File: config.mk
export PLATFORM = sky130hd
export DESIGN_NAME = ymodem_crc_receiver
export DESIGN_NICKNAME = d
export VERILOG_FILES = /design/src/design/ymcr_pkg.sv /design/src/design/ymcr_front.sv /design/src/design/ymcr_queue.sv /design/src/design/ymcr_back.sv /design/src/design/ymodem_crc_receiver.sv
export SDC_FILE = /design/constraint.sdc
export NUM_CORES = 1
export LEC_CHECK = 0
export ABC_AREA = 1
export BUFFER_PORTS_ARGS = -buffer_cell sky130_fd_sc_hd__buf_2
export CAP_MARGIN = 30
export CORE_MARGIN = 8
export CORE_UTILIZATION = 50
export DETAILED_ROUTE_END_ITERATION = 6
export GPL_ROUTABILITY_DRIVEN = 0
export PLACE_DENSITY = 0.65
export SYNTH_ARGS = -nofsm -noshare
export SYNTH_HDL_FRONTEND = slang
export SYNTH_SLANG_ARGS = --single-unit
File: constraint.sdc
create_clock -name i_clk -period 6.65 [get_ports i_clk]
set_clock_uncertainty 0.2 [all_clocks]
set_input_delay 0.3325 -clock i_clk [delete_from_list [all_inputs] [get_ports i_clk]]
set_output_delay 0.3325 -clock i_clk [all_outputs]
set_load 0.05 [all_outputs]
File: src/design/ymcr_pkg.sv
// Shared types, constants and functions of the YMODEM-CRC receiver.
package ymcr_pkg;

    localparam int unsigned SHORT_PAYLOAD = 128;
    localparam int unsigned LONG_PAYLOAD = 1024;
    localparam int unsigned SIZE_DIGITS_MAX_DEF = 16;
    localparam int unsigned QUEUE_DEPTH = 4;

    localparam logic [31:0] SIZE_LIMIT_RST = 32'd65536;
    localparam logic [31:0] FLASH_BASE_RST = 32'd0;
    localparam logic [7:0] ERROR_LIMIT_RST = 8'd5;

    localparam logic [1:0] CFG_SIZE_LIMIT = 2'd0;
    localparam logic [1:0] CFG_FLASH_BASE = 2'd1;
    localparam logic [1:0] CFG_ERROR_LIMIT = 2'd2;

    localparam logic [1:0] REQ_BYTE = 2'd0;
    localparam logic [1:0] REQ_TIMEOUT = 2'd1;
    localparam logic [1:0] REQ_START = 2'd2;
    localparam logic [1:0] REQ_UNUSED = 2'd3;

    localparam logic [7:0] B_SOH = 8'h01;
    localparam logic [7:0] B_STX = 8'h02;
    localparam logic [7:0] B_ETX = 8'h03;
    localparam logic [7:0] B_EOT = 8'h04;
    localparam logic [7:0] B_ACK = 8'h06;
    localparam logic [7:0] B_NAK = 8'h15;
    localparam logic [7:0] B_CA = 8'h18;
    localparam logic [7:0] B_C = 8'h43;
    localparam logic [7:0] B_AB1 = 8'h41;
    localparam logic [7:0] B_AB2 = 8'h61;

    localparam logic [2:0] K_SEND = 3'd0;
    localparam logic [2:0] K_STAGE = 3'd1;
    localparam logic [2:0] K_COMMIT = 3'd2;
    localparam logic [2:0] K_ERASE = 3'd3;
    localparam logic [2:0] K_END = 3'd4;

    localparam logic [2:0] ST_DONE = 3'd0;
    localparam logic [2:0] ST_CANCEL = 3'd1;
    localparam logic [2:0] ST_ABORT = 3'd2;
    localparam logic [2:0] ST_LARGE = 3'd3;
    localparam logic [2:0] ST_ERRORS = 3'd4;

    typedef enum logic [1:0] {
        PH_IDLE,
        PH_HEAD,
        PH_CA2,
        PH_BODY
    } t_phase;

    // Action code handed from the front part to the back part.
    typedef enum logic [3:0] {
        A_NONE,
        A_START,     // C
        A_FAIL,      // C
        A_EOT,       // ACK, C
        A_CA2,       // ACK, end(cancel)
        A_ABORT,     // CA CA, end(abort)
        A_STAGE,     // stage byte
        A_NAK,       // NAK
        A_EMPTY,     // ACK, end(done, size)
        A_LARGE,     // CA CA, end(large, size)
        A_ERASE,     // erase, ACK, C
        A_COMMIT,    // commit, ACK
        A_ERRORS     // CA CA, end(errors)
    } t_action;

    typedef struct packed {
        t_action act;
        logic [7:0] data;
        logic [31:0] addr;
        logic [31:0] amt;
    } t_cmd;

    typedef struct packed {
        logic [2:0] kind;
        logic [7:0] tx_byte;
        logic [31:0] address;
        logic [31:0] amount;
        logic [2:0] status;
        logic last;
    } t_res;

    function automatic logic [15:0] crc_update(logic [15:0] crc, logic [7:0] b);
        logic [15:0] c;
        c = crc ^ {b, 8'h00};
        for (int i = 0; i < 8; i++) begin
            c = c[15] ? ((c << 1) ^ 16'h1021) : (c << 1);
        end
        return c;
    endfunction

endpackage

File: src/design/ymcr_front.sv
// Front part: deframes the byte stream, checks packets, tracks errors and classifies actions.
module ymcr_front import ymcr_pkg::*; #(
    parameter int unsigned SIZE_DIGITS_MAX = SIZE_DIGITS_MAX_DEF
) (
    input  logic        i_clk,
    input  logic        i_rst_n,
    input  logic        i_valid,
    input  logic [1:0]  i_req_type,
    input  logic [7:0]  i_rx_byte,
    input  logic [31:0] i_size_limit,
    input  logic [31:0] i_flash_base,
    input  logic [7:0]  i_error_limit,
    output logic        o_cmd_valid,
    output t_cmd        o_cmd
);

    localparam int unsigned DW = $clog2(SIZE_DIGITS_MAX + 1);

    t_phase r_phase, n_phase;
    logic [10:0] r_idx, n_idx;
    logic r_long, n_long;
    logic [7:0] r_seq, n_seq;
    logic r_seq_ok, n_seq_ok;
    logic [15:0] r_crc, n_crc;
    logic [15:0] r_crc_rx, n_crc_rx;
    logic [7:0] r_pkts, n_pkts;
    logic r_first_done, n_first_done;
    logic [31:0] r_waddr, n_waddr;
    logic [31:0] r_fsize, n_fsize;
    logic [31:0] r_swork, n_swork;
    logic [1:0] r_spp, n_spp;
    logic [DW-1:0] r_sdig, n_sdig;
    logic r_nonempty, n_nonempty;
    logic [7:0] r_errs, n_errs;
    logic r_started, n_started;
    t_cmd cmd;
    logic [10:0] len;
    logic [10:0] pos;
    logic [35:0] prod;
    logic [31:0] sat;
    logic [7:0] errs_inc;
    logic err_over;
    logic fail;

    always_ff @(posedge i_clk) begin
        if (!i_rst_n) begin
            r_phase <= PH_IDLE;
            r_idx <= '0;
            r_long <= 1'b0;
            r_seq <= '0;
            r_seq_ok <= 1'b0;
            r_crc <= '0;
            r_crc_rx <= '0;
            r_pkts <= '0;
            r_first_done <= 1'b0;
            r_waddr <= '0;
            r_fsize <= '0;
            r_swork <= '0;
            r_spp <= '0;
            r_sdig <= '0;
            r_nonempty <= 1'b0;
            r_errs <= '0;
            r_started <= 1'b0;
            o_cmd_valid <= 1'b0;
            o_cmd <= '0;
        end else begin
            o_cmd_valid <= 1'b0;
            if (i_valid) begin
                r_phase <= n_phase;
                r_idx <= n_idx;
                r_long <= n_long;
                r_seq <= n_seq;
                r_seq_ok <= n_seq_ok;
                r_crc <= n_crc;
                r_crc_rx <= n_crc_rx;
                r_pkts <= n_pkts;
                r_first_done <= n_first_done;
                r_waddr <= n_waddr;
                r_fsize <= n_fsize;
                r_swork <= n_swork;
                r_spp <= n_spp;
                r_sdig <= n_sdig;
                r_nonempty <= n_nonempty;
                r_errs <= n_errs;
                r_started <= n_started;
                o_cmd_valid <= (cmd.act != A_NONE);
                o_cmd <= cmd;
            end
        end
    end

    always_comb begin
        n_phase = r_phase;
        n_idx = r_idx;
        n_long = r_long;
        n_seq = r_seq;
        n_seq_ok = r_seq_ok;
        n_crc = r_crc;
        n_crc_rx = r_crc_rx;
        n_pkts = r_pkts;
        n_first_done = r_first_done;
        n_waddr = r_waddr;
        n_fsize = r_fsize;
        n_swork = r_swork;
        n_spp = r_spp;
        n_sdig = r_sdig;
        n_nonempty = r_nonempty;
        n_errs = r_errs;
        n_started = r_started;
        fail = 1'b0;
        cmd = '0;
        cmd.act = A_NONE;
        len = r_long ? 11'(LONG_PAYLOAD) : 11'(SHORT_PAYLOAD);
        pos = r_idx - 11'd2;
        prod = {4'd0, r_swork} * 36'd10 + {28'd0, i_rx_byte - 8'h30};
        sat = (prod[35:32] != 4'd0) ? 32'hffff_ffff : prod[31:0];
        // errors count only once the session has begun, saturating
        errs_inc = (r_started && r_errs != 8'hff) ? r_errs + 8'd1 : r_errs;
        err_over = (errs_inc > i_error_limit);
        case (i_req_type)
            REQ_START: begin
                n_phase = PH_HEAD;
                n_idx = '0;
                n_long = 1'b0;
                n_seq = '0;
                n_seq_ok = 1'b0;
                n_crc = '0;
                n_crc_rx = '0;
                n_pkts = '0;
                n_first_done = 1'b0;
                n_waddr = i_flash_base;
                n_fsize = '0;
                n_swork = '0;
                n_spp = '0;
                n_sdig = '0;
                n_nonempty = 1'b0;
                n_errs = '0;
                n_started = 1'b0;
                cmd.act = A_START;
            end
            REQ_TIMEOUT: begin
                if (r_phase != PH_IDLE) fail = 1'b1;
            end
            REQ_BYTE: begin
                case (r_phase)
                    PH_HEAD: begin
                        if (i_rx_byte == B_SOH || i_rx_byte == B_STX) begin
                            n_long = (i_rx_byte == B_STX);
                            n_idx = '0;
                            n_crc = '0;
                            n_crc_rx = '0;
                            n_seq_ok = 1'b0;
                            n_spp = '0;
                            n_sdig = '0;
                            n_swork = '0;
                            n_nonempty = 1'b0;
                            n_phase = PH_BODY;
                        end else if (i_rx_byte == B_EOT) begin
                            cmd.act = A_EOT;
                            n_errs = '0;
                            n_pkts = '0;
                            n_first_done = 1'b0;
                        end else if (i_rx_byte == B_CA) begin
                            n_phase = PH_CA2;
                        end else if (i_rx_byte == B_ETX || i_rx_byte == B_AB1
                                     || i_rx_byte == B_AB2) begin
                            cmd.act = A_ABORT;
                            n_phase = PH_IDLE;
                        end else begin
                            fail = 1'b1;
                        end
                    end
                    PH_CA2: begin
                        if (i_rx_byte == B_CA) begin
                            cmd.act = A_CA2;
                            n_phase = PH_IDLE;
                        end else begin
                            fail = 1'b1;
                        end
                    end
                    PH_BODY: begin
                        n_idx = r_idx + 11'd1;
                        if (r_idx == 11'd0) begin
                            n_seq = i_rx_byte;
                        end else if (r_idx == 11'd1) begin
                            n_seq_ok = (i_rx_byte == ~r_seq);
                        end else if (r_idx < len + 11'd2) begin
                            n_crc = crc_update(r_crc, i_rx_byte);
                            if (r_first_done) begin
                                cmd.act = A_STAGE;
                                cmd.data = i_rx_byte;
                                cmd.addr = r_waddr + {21'd0, pos};
                            end else begin
                                if (pos == 11'd0) n_nonempty = (i_rx_byte != 8'd0);
                                if (r_spp == 2'd0) begin
                                    if (i_rx_byte == 8'd0) n_spp = 2'd1;
                                end else if (r_spp == 2'd1) begin
                                    if (i_rx_byte == 8'h20
                                        || r_sdig >= DW'(SIZE_DIGITS_MAX)
                                        || i_rx_byte < 8'h30 || i_rx_byte > 8'h39) begin
                                        n_spp = 2'd2;
                                    end else begin
                                        n_sdig = r_sdig + 1'b1;
                                        n_swork = sat;
                                    end
                                end
                            end
                        end else if (r_idx == len + 11'd2) begin
                            n_crc_rx = {i_rx_byte, 8'h00};
                        end else begin
                            n_idx = r_idx;
                            n_crc_rx = {r_crc_rx[15:8], i_rx_byte};
                            n_phase = PH_HEAD;
                            if (!r_seq_ok || r_crc != {r_crc_rx[15:8], i_rx_byte}) begin
                                fail = 1'b1;
                            end else begin
                                n_errs = '0;
                                if (r_seq != r_pkts) begin
                                    cmd.act = A_NAK;
                                end else if (!r_first_done) begin
                                    if (!r_nonempty) begin
                                        cmd.act = A_EMPTY;
                                        cmd.amt = r_fsize;
                                        n_phase = PH_IDLE;
                                    end else begin
                                        n_fsize = r_swork;
                                        cmd.amt = r_swork;
                                        if (r_swork > i_size_limit) begin
                                            cmd.act = A_LARGE;
                                            n_phase = PH_IDLE;
                                        end else begin
                                            cmd.act = A_ERASE;
                                            cmd.addr = r_waddr;
                                            n_first_done = 1'b1;
                                            n_pkts = r_pkts + 8'd1;
                                            n_started = 1'b1;
                                        end
                                    end
                                end else begin
                                    cmd.act = A_COMMIT;
                                    cmd.addr = r_waddr;
                                    cmd.amt = {21'd0, len};
                                    n_waddr = r_waddr + {21'd0, len};
                                    n_pkts = r_pkts + 8'd1;
                                    n_started = 1'b1;
                                end
                            end
                        end
                    end
                    default: ;
                endcase
            end
            default: ;
        endcase
        // count the error and either ask again or give up on the session
        if (fail) begin
            n_errs = errs_inc;
            if (err_over) begin
                cmd.act = A_ERRORS;
                n_phase = PH_IDLE;
            end else begin
                cmd.act = A_FAIL;
                n_phase = PH_HEAD;
            end
        end
    end

endmodule

File: src/design/ymcr_queue.sv
// Short command queue between the front and back parts.
module ymcr_queue import ymcr_pkg::*; (
    input  logic i_clk,
    input  logic i_rst_n,
    input  logic i_push,
    input  t_cmd i_data,
    input  logic i_pop,
    output logic o_empty,
    output logic [$clog2(QUEUE_DEPTH):0] o_count,
    output t_cmd o_data
);

    localparam int unsigned AW = $clog2(QUEUE_DEPTH);

    t_cmd r_mem [QUEUE_DEPTH];
    logic [AW-1:0] r_wp, r_rp;
    logic [AW:0] r_cnt;

    assign o_empty = (r_cnt == '0);
    assign o_count = r_cnt;
    assign o_data = r_mem[r_rp];

    always_ff @(posedge i_clk) begin
        if (i_push) r_mem[r_wp] <= i_data;
    end

    always_ff @(posedge i_clk) begin
        if (!i_rst_n) begin
            r_wp <= '0;
            r_rp <= '0;
            r_cnt <= '0;
        end else begin
            if (i_push) r_wp <= r_wp + 1'b1;
            if (i_pop) r_rp <= r_rp + 1'b1;
            r_cnt <= r_cnt + {{AW{1'b0}}, i_push} - {{AW{1'b0}}, i_pop};
        end
    end

endmodule

File: src/design/ymcr_back.sv
// Back part: expands commands into result items.
module ymcr_back import ymcr_pkg::*; (
    input  logic       i_clk,
    input  logic       i_rst_n,
    input  logic       i_cmd_valid,
    input  t_cmd       i_cmd,
    output logic       o_cmd_pop,
    output logic       o_res_valid,
    output t_res       o_res,
    input  logic       i_res_pop
);

    logic [1:0] r_sub, n_sub;
    logic r_vld;
    t_res r_res;
    t_res res;
    logic last;
    logic load;

    assign load = !r_vld || i_res_pop;
    assign o_res_valid = r_vld;
    assign o_res = r_res;

    always_comb begin
        res = '0;
        last = 1'b0;
        case (i_cmd.act)
            A_START, A_FAIL: begin
                res.kind = K_SEND; res.tx_byte = B_C; last = 1'b1;
            end
            A_EOT: begin
                res.kind = K_SEND;
                res.tx_byte = (r_sub == 2'd0) ? B_ACK : B_C;
                last = (r_sub == 2'd1);
            end
            A_CA2: begin
                if (r_sub == 2'd0) begin
                    res.kind = K_SEND; res.tx_byte = B_ACK;
                end else begin
                    res.kind = K_END; res.status = ST_CANCEL; last = 1'b1;
                end
            end
            A_ABORT, A_LARGE, A_ERRORS: begin
                if (r_sub == 2'd2) begin
                    res.kind = K_END;
                    res.status = (i_cmd.act == A_ABORT) ? ST_ABORT :
                                 (i_cmd.act == A_LARGE) ? ST_LARGE : ST_ERRORS;
                    res.amount = (i_cmd.act == A_LARGE) ? i_cmd.amt : 32'd0;
                    last = 1'b1;
                end else begin
                    res.kind = K_SEND; res.tx_byte = B_CA;
                end
            end
            A_STAGE: begin
                res.kind = K_STAGE; res.tx_byte = i_cmd.data; res.address = i_cmd.addr;
                last = 1'b1;
            end
            A_NAK: begin
                res.kind = K_SEND; res.tx_byte = B_NAK; last = 1'b1;
            end
            A_EMPTY: begin
                if (r_sub == 2'd0) begin
                    res.kind = K_SEND; res.tx_byte = B_ACK;
                end else begin
                    res.kind = K_END; res.status = ST_DONE; res.amount = i_cmd.amt;
                    last = 1'b1;
                end
            end
            A_ERASE: begin
                if (r_sub == 2'd0) begin
                    res.kind = K_ERASE; res.address = i_cmd.addr; res.amount = i_cmd.amt;
                end else begin
                    res.kind = K_SEND;
                    res.tx_byte = (r_sub == 2'd1) ? B_ACK : B_C;
                    last = (r_sub == 2'd2);
                end
            end
            A_COMMIT: begin
                if (r_sub == 2'd0) begin
                    res.kind = K_COMMIT; res.address = i_cmd.addr; res.amount = i_cmd.amt;
                end else begin
                    res.kind = K_SEND; res.tx_byte = B_ACK; last = 1'b1;
                end
            end
            default: last = 1'b1;
        endcase
        res.last = last;
        n_sub = last ? 2'd0 : r_sub + 2'd1;
    end

    assign o_cmd_pop = i_cmd_valid && load && last;

    always_ff @(posedge i_clk) begin
        if (!i_rst_n) begin
            r_sub <= '0;
            r_vld <= 1'b0;
        end else begin
            if (load) r_vld <= i_cmd_valid;
            if (i_cmd_valid && load) r_sub <= n_sub;
        end
    end

    always_ff @(posedge i_clk) begin
        if (load) r_res <= res;
    end

endmodule

File: src/design/ymodem_crc_receiver.sv
// Top level of the YMODEM-CRC receiver.
//
// Input channel: push an event (req_type, rx_byte) while full is low; one
// event can be taken every cycle. Results come out as a queue: while empty
// is low the oldest result is on the o_ ports and pop takes it. One event
// gives zero to three results; the last has o_last set.
// Configuration: index 0 size limit, 1 flash base, 2 error limit; writes are
// always ready and belong between sessions, with nothing in flight.
// A result reaches the ports through the front register, the command queue and
// the output register.
// Throughput: the front takes one event per cycle while full is low and the back
// emits one result per cycle while results are popped, so events with one result
// or none run at one per cycle; an event with several results keeps the back busy.
// full is high while the command queue holds two or more commands. When the
// result side stalls, commands collect in the queue and push is refused;
// nothing is lost.
// Reset clears the session (idle) and loads the register defaults:
// size limit 65536, flash base 0, error limit 5.
module ymodem_crc_receiver import ymcr_pkg::*; #(
    parameter int unsigned SIZE_DIGITS_MAX = SIZE_DIGITS_MAX_DEF
) (
    input  logic        i_clk,
    input  logic        i_rst_n,
    input  logic        push,
    output logic        full,
    input  logic [1:0]  i_req_type,
    input  logic [7:0]  i_rx_byte,
    output logic        empty,
    input  logic        pop,
    output logic [2:0]  o_kind,
    output logic [7:0]  o_tx_byte,
    output logic [31:0] o_address,
    output logic [31:0] o_amount,
    output logic [2:0]  o_status,
    output logic        o_last,
    input  logic        i_cfg_valid,
    output logic        o_cfg_ready,
    input  logic [1:0]  i_cfg_index,
    input  logic [31:0] i_cfg_data
);

    logic [31:0] r_size_lim, r_base;
    logic [7:0] r_err_lim;
    logic fr_valid;
    t_cmd fr_cmd;
    logic q_empty, q_pop;
    t_cmd q_data;
    logic [$clog2(QUEUE_DEPTH):0] q_count;
    logic res_valid;
    t_res res;
    logic accept;

    assign o_cfg_ready = 1'b1;

    always_ff @(posedge i_clk) begin
        if (!i_rst_n) begin
            r_size_lim <= SIZE_LIMIT_RST;
            r_base <= FLASH_BASE_RST;
            r_err_lim <= ERROR_LIMIT_RST;
        end else if (i_cfg_valid) begin
            case (i_cfg_index)
                CFG_SIZE_LIMIT: r_size_lim <= i_cfg_data;
                CFG_FLASH_BASE: r_base <= i_cfg_data;
                CFG_ERROR_LIMIT: r_err_lim <= i_cfg_data[7:0];
                default: ;
            endcase
        end
    end

    // Leave room for the command still in the front register.
    assign full = (q_count >= ($clog2(QUEUE_DEPTH)+1)'(QUEUE_DEPTH - 2));
    assign accept = push && !full;

    ymcr_front #(.SIZE_DIGITS_MAX(SIZE_DIGITS_MAX)) u_front (
        .i_clk(i_clk), .i_rst_n(i_rst_n), .i_valid(accept),
        .i_req_type(i_req_type), .i_rx_byte(i_rx_byte),
        .i_size_limit(r_size_lim), .i_flash_base(r_base),
        .i_error_limit(r_err_lim), .o_cmd_valid(fr_valid), .o_cmd(fr_cmd)
    );

    ymcr_queue u_queue (
        .i_clk(i_clk), .i_rst_n(i_rst_n), .i_push(fr_valid), .i_data(fr_cmd),
        .i_pop(q_pop), .o_empty(q_empty), .o_count(q_count), .o_data(q_data)
    );

    ymcr_back u_back (
        .i_clk(i_clk), .i_rst_n(i_rst_n), .i_cmd_valid(!q_empty), .i_cmd(q_data),
        .o_cmd_pop(q_pop), .o_res_valid(res_valid), .o_res(res), .i_res_pop(pop)
    );

    assign empty = !res_valid;
    assign o_kind = res.kind;
    assign o_tx_byte = res.tx_byte;
    assign o_address = res.address;
    assign o_amount = res.amount;
    assign o_status = res.status;
    assign o_last = res.last;

endmodule

==> flow_metrics.env <==
export IMPL_status="complete, no violations"
export IMPL_cts_max_level=3
export IMPL_synth_top_area_cell="edfxtp_1"
export IMPL_path_class="flip-flop to flip-flop"
export IMPL_netlist_area_sq_um=36200
export IMPL_tns_ns=0
export IMPL_maxSlewHeadroom_pct=32.1
export IMPL_finalCritPeriodShare_pct=69.4
export IMPL_port_buffers=129
export IMPL_dieArea_sq_um=81400
export IMPL_timing_hold_ws_ns=0.0671
export IMPL_grt_max_degree=86
export IMPL_syn_inst=4344
export IMPL_cts_buffer_depth=3
export IMPL_synthAdderAreaFrac_pct=5.43
export IMPL_hold_start="i_req_type[0]"
export IMPL_synth_distinct_cells=62
export IMPL_wl_um=99200
export IMPL_leakagePower_uw=0.0165
export IMPL_regArea_sq_um=18100
export IMPL_hold_depth=4
export IMPL_initial_core_util_pct=50.6
export IMPL_ir_drop_mv=0.267
export IMPL_yosysTopAreaCellShare_pct=31.7
export IMPL_multi_input_area_sq_um=15600
export IMPL_synth_edf_count=383
export IMPL_rrSetupSlack_ns=2.03
export IMPL_path_max_fanout=32
export IMPL_tightestPinTransition_ns=1.02
export IMPL_path_clk_slew_ns=0.06
export IMPL_drtIter0Drc=2874
export IMPL_synth_nets=4548
export IMPL_vias=30100
export IMPL_arrival_ns=4.88
export IMPL_yosysSeqAreaShare_pct=50.0
export IMPL_rsz0062_at_grt="false"
export IMPL_synthFlopType="edfxtp_1"
export IMPL_hold_viol=0
export IMPL_hold_path_end="u_front.o_cmd_valid$_SDFF_PN0_"
export IMPL_drv_cap=0
export IMPL_final_cell_area_sq_um=40700
export IMPL_numCtsBuffers=76
export IMPL_grt_pass1_wl_um=155000
export IMPL_fin_nets=4643
export IMPL_synth_compound_area_share_pct=14.5
export IMPL_setup_viol=0
export IMPL_cp_end_kind="flip-flop"
export IMPL_power_density_nw_per_um2=304
export IMPL_clock_fmax_mhz=217
export IMPL_avgSynthCellArea_sq_um=8.34
export IMPL_first_pass_iters=7
export IMPL_place_hpwl_um=68500
export IMPL_synthTopCellsByArea="edfxtp_1 32%, dfxtp_1 18%, nand2_1 9.2%, a21oi_1 6.4%, ha_1 5.2%"
export IMPL_worstReg2RegStart="u_front.r_swork[1]$_SDFFE_PN0P_"
export IMPL_layout_commonest_cell="nand2_1"
export IMPL_post_route_cells_drive_above_1_share_pct=8.89
export IMPL_core_sq_um=71600
export IMPL_die_w_um=285
export IMPL_final_cell_mix="890 x nand2_1, 465 x a21oi_1, 446 x inv_1"
export IMPL_routed_via_density=5.52
export IMPL_worstRegToRegCells=20
export IMPL_synth_seq_cells=713
export IMPL_antenna_cells=0
export IMPL_worstReg2RegEnd="u_front.r_swork[7]$_SDFFE_PN0P_"
export IMPL_overflow=0
export IMPL_async_reset_ff_share_pct=0
export IMPL_clk_insertion_delay_late_ns=0.64
export IMPL_wire_per_inst_um=18.2
export IMPL_required_ns=6.92
export IMPL_grt_pass1_vias=28000
export IMPL_synth_xor_area_share_pct=2.23
export IMPL_synth_top_family_by_area="simple AND/OR/NAND/NOR gates"
export IMPL_yosysWarnings=0
export IMPL_slew_violations=0
export IMPL_worstSetupStartpointType="flip-flop"
export IMPL_clock_sinks=713
export IMPL_fillers=6542
export IMPL_synthMuxAreaShare_pct=0.0276
export IMPL_cts_setup_buffers=0
export IMPL_min_path_type="primary input to flip-flop"
export IMPL_ant_nets=0
export IMPL_drc=0
export IMPL_placementRows=98
export IMPL_worst_slack_ns=2.03
export IMPL_tritoncts="done"
export IMPL_synth_simple_area_share_pct=20.7
export IMPL_pre_cts_ws_ns=2.04
export IMPL_pin_count=131
export IMPL_antenna_found_initial=0
export IMPL_grtUsageTotal_pct=23.5
export IMPL_dpl_instance_area_sq_um=37700
export IMPL_period_needed_ns=4.62
export IMPL_area_growth_pct=12.3
export IMPL_dieHeight_um=285
export IMPL_cts_root_buffer="clkbuf_16"
[metal layers]
layer	up-vias	global-route usage [%]	share of wire (%)
met2	986	35.8	43
met1	14100	33.9	46
met5	-	0	0
li1	14900	-	-
met4	0	7.55	2.9
met3	157	3.71	7.4
[synth_stat cells (12+ instances only)]
cell type / count
nor2_2: 15
inv_1: 453
nor4_1: 12
o31ai_1: 14
nand2_2: 24
nor3_1: 51
a31oi_1: 21
clkbuf_1: 146
nand3_2: 17
buf_2: 19
xor2_1: 65
a211oi_1: 56
inv_2: 15
nand2_1: 892
dfxtp_1: 330
nor2_1: 435
o21ai_0: 320
ha_1: 151
edfxtp_1: 383
xnor2_1: 24
buf_1: 17
a21oi_1: 465
a221oi_1: 36
nand3_1: 229
nand4_1: 40
[worst max-delay path, cell delays in order, from the launching register on]
cell	delay, ns
dfxtp_1	0.45
ha_1	0.28
ha_1	0.28
fa_1	0.45
xor2_1	0.19
ha_1	0.37
nand2_1	0.09
nor2_1	0.08
nand2_1	0.05
nand3_1	0.11
nand3_2	0.13
nor2_4	0.14
nand2_4	0.09
nor2_8	0.14
nand2_4	0.08
nor2_8	0.12
nand3_4	0.09
a21oi_4	0.77
nand3_1	0.17
nand2_1	0.10
a21oi_1	0.06
[area by class of cell]
cell class                      instances  share of cell area (%)
Inverter                              472                    4.39
Tap cell                              950                    2.92
Timing Repair Buffer                  212                    3.63
Multi-Input combinational cell       2964                    38.3
Clock inverter                         29                   0.923
Sequential cell                       713                    44.5
Clock buffer                          109                    5.33
[state kept, by name, indices dropped and copies added, names as in the netlist, 3 cells and up, named ones only]
name / flops
u_queue.r_mem: 304
u_back.o_res: 79
u_front.o_cmd: 76
r_base: 32
r_size_lim: 32
u_front.r_fsize: 32
u_front.r_swork: 32
u_front.r_waddr: 32
u_front.r_crc: 16
u_front.r_idx: 11
r_err_lim: 8
u_front.r_crc_rx: 8
u_front.r_errs: 8
u_front.r_pkts: 8
u_front.r_seq: 8
u_front.r_sdig: 5
u_queue.o_count: 3
[logic make-up after synthesis]
family	after synthesis
adder cells (fa/ha/maj)	155
other	1
flip-flops	713
multiplexers	1
XOR/XNOR	90
buffers and inverters	667
AO/OA/AOI/OAI	958
AND/OR/NAND/NOR	1759
[metrics by stage]
stage	util [%]	total power [uW]	cells
6_report	56.8	12400	5449
5_1_grt	56.8	12900	5449
4_1_cts	56.8	12500	5448
3_5_place_dp	52.6	8190	5264
3_3_place_gp	52.4	8150	5260
2_1_floorplan	-	7420	4344
[report_power, final]
part / total (uW) / switching (uW) / internal [uW]
logic: 2910 / 2190 / 725
registers: 5210 / 203 / 5010
clock network: 4260 / 1800 / 2460
total: 12400 / 4190 / 8190
[timing repair]
item | 4_1_cts | 5_1_grt
endpoints found under the setup margin | 0 | 0
endpoints found under the hold margin | 96 | 0
hold buffers | 46 | 0
gates resized for setup | 0 | 0
[worst max-delay path by stage]
stage / startpoint / endpoint / slack [ns] / depth (start not counted)
final: u_front.r_swork[1]$_SDFFE_PN0P_ / u_front.r_swork[7]$_SDFFE_PN0P_ / 2.03 / 20
after global routing: flip-flop / u_queue.o_count[2]$_SDFF_PN0_ / 1.64 / 20
after CTS: u_front.r_swork[1]$_SDFFE_PN0P_ / u_front.r_swork[7]$_SDFFE_PN0P_ / 2.03 / 20
after detailed placement: u_front.r_swork[1]$_SDFFE_PN0P_ / u_front.r_swork[7]$_SDFFE_PN0P_ / 2.04 / 20
after global placement: u_front.r_swork[1]$_SDFFE_PN0P_ / u_front.r_swork[6]$_SDFFE_PN0P_ / 2.15 / 20
after floorplan: u_front.r_swork[1]$_SDFFE_PN0P_ / u_front.r_swork[22]$_SDFFE_PN0P_ / 2.92 / 21
Power figures use the tool's default switching activity.
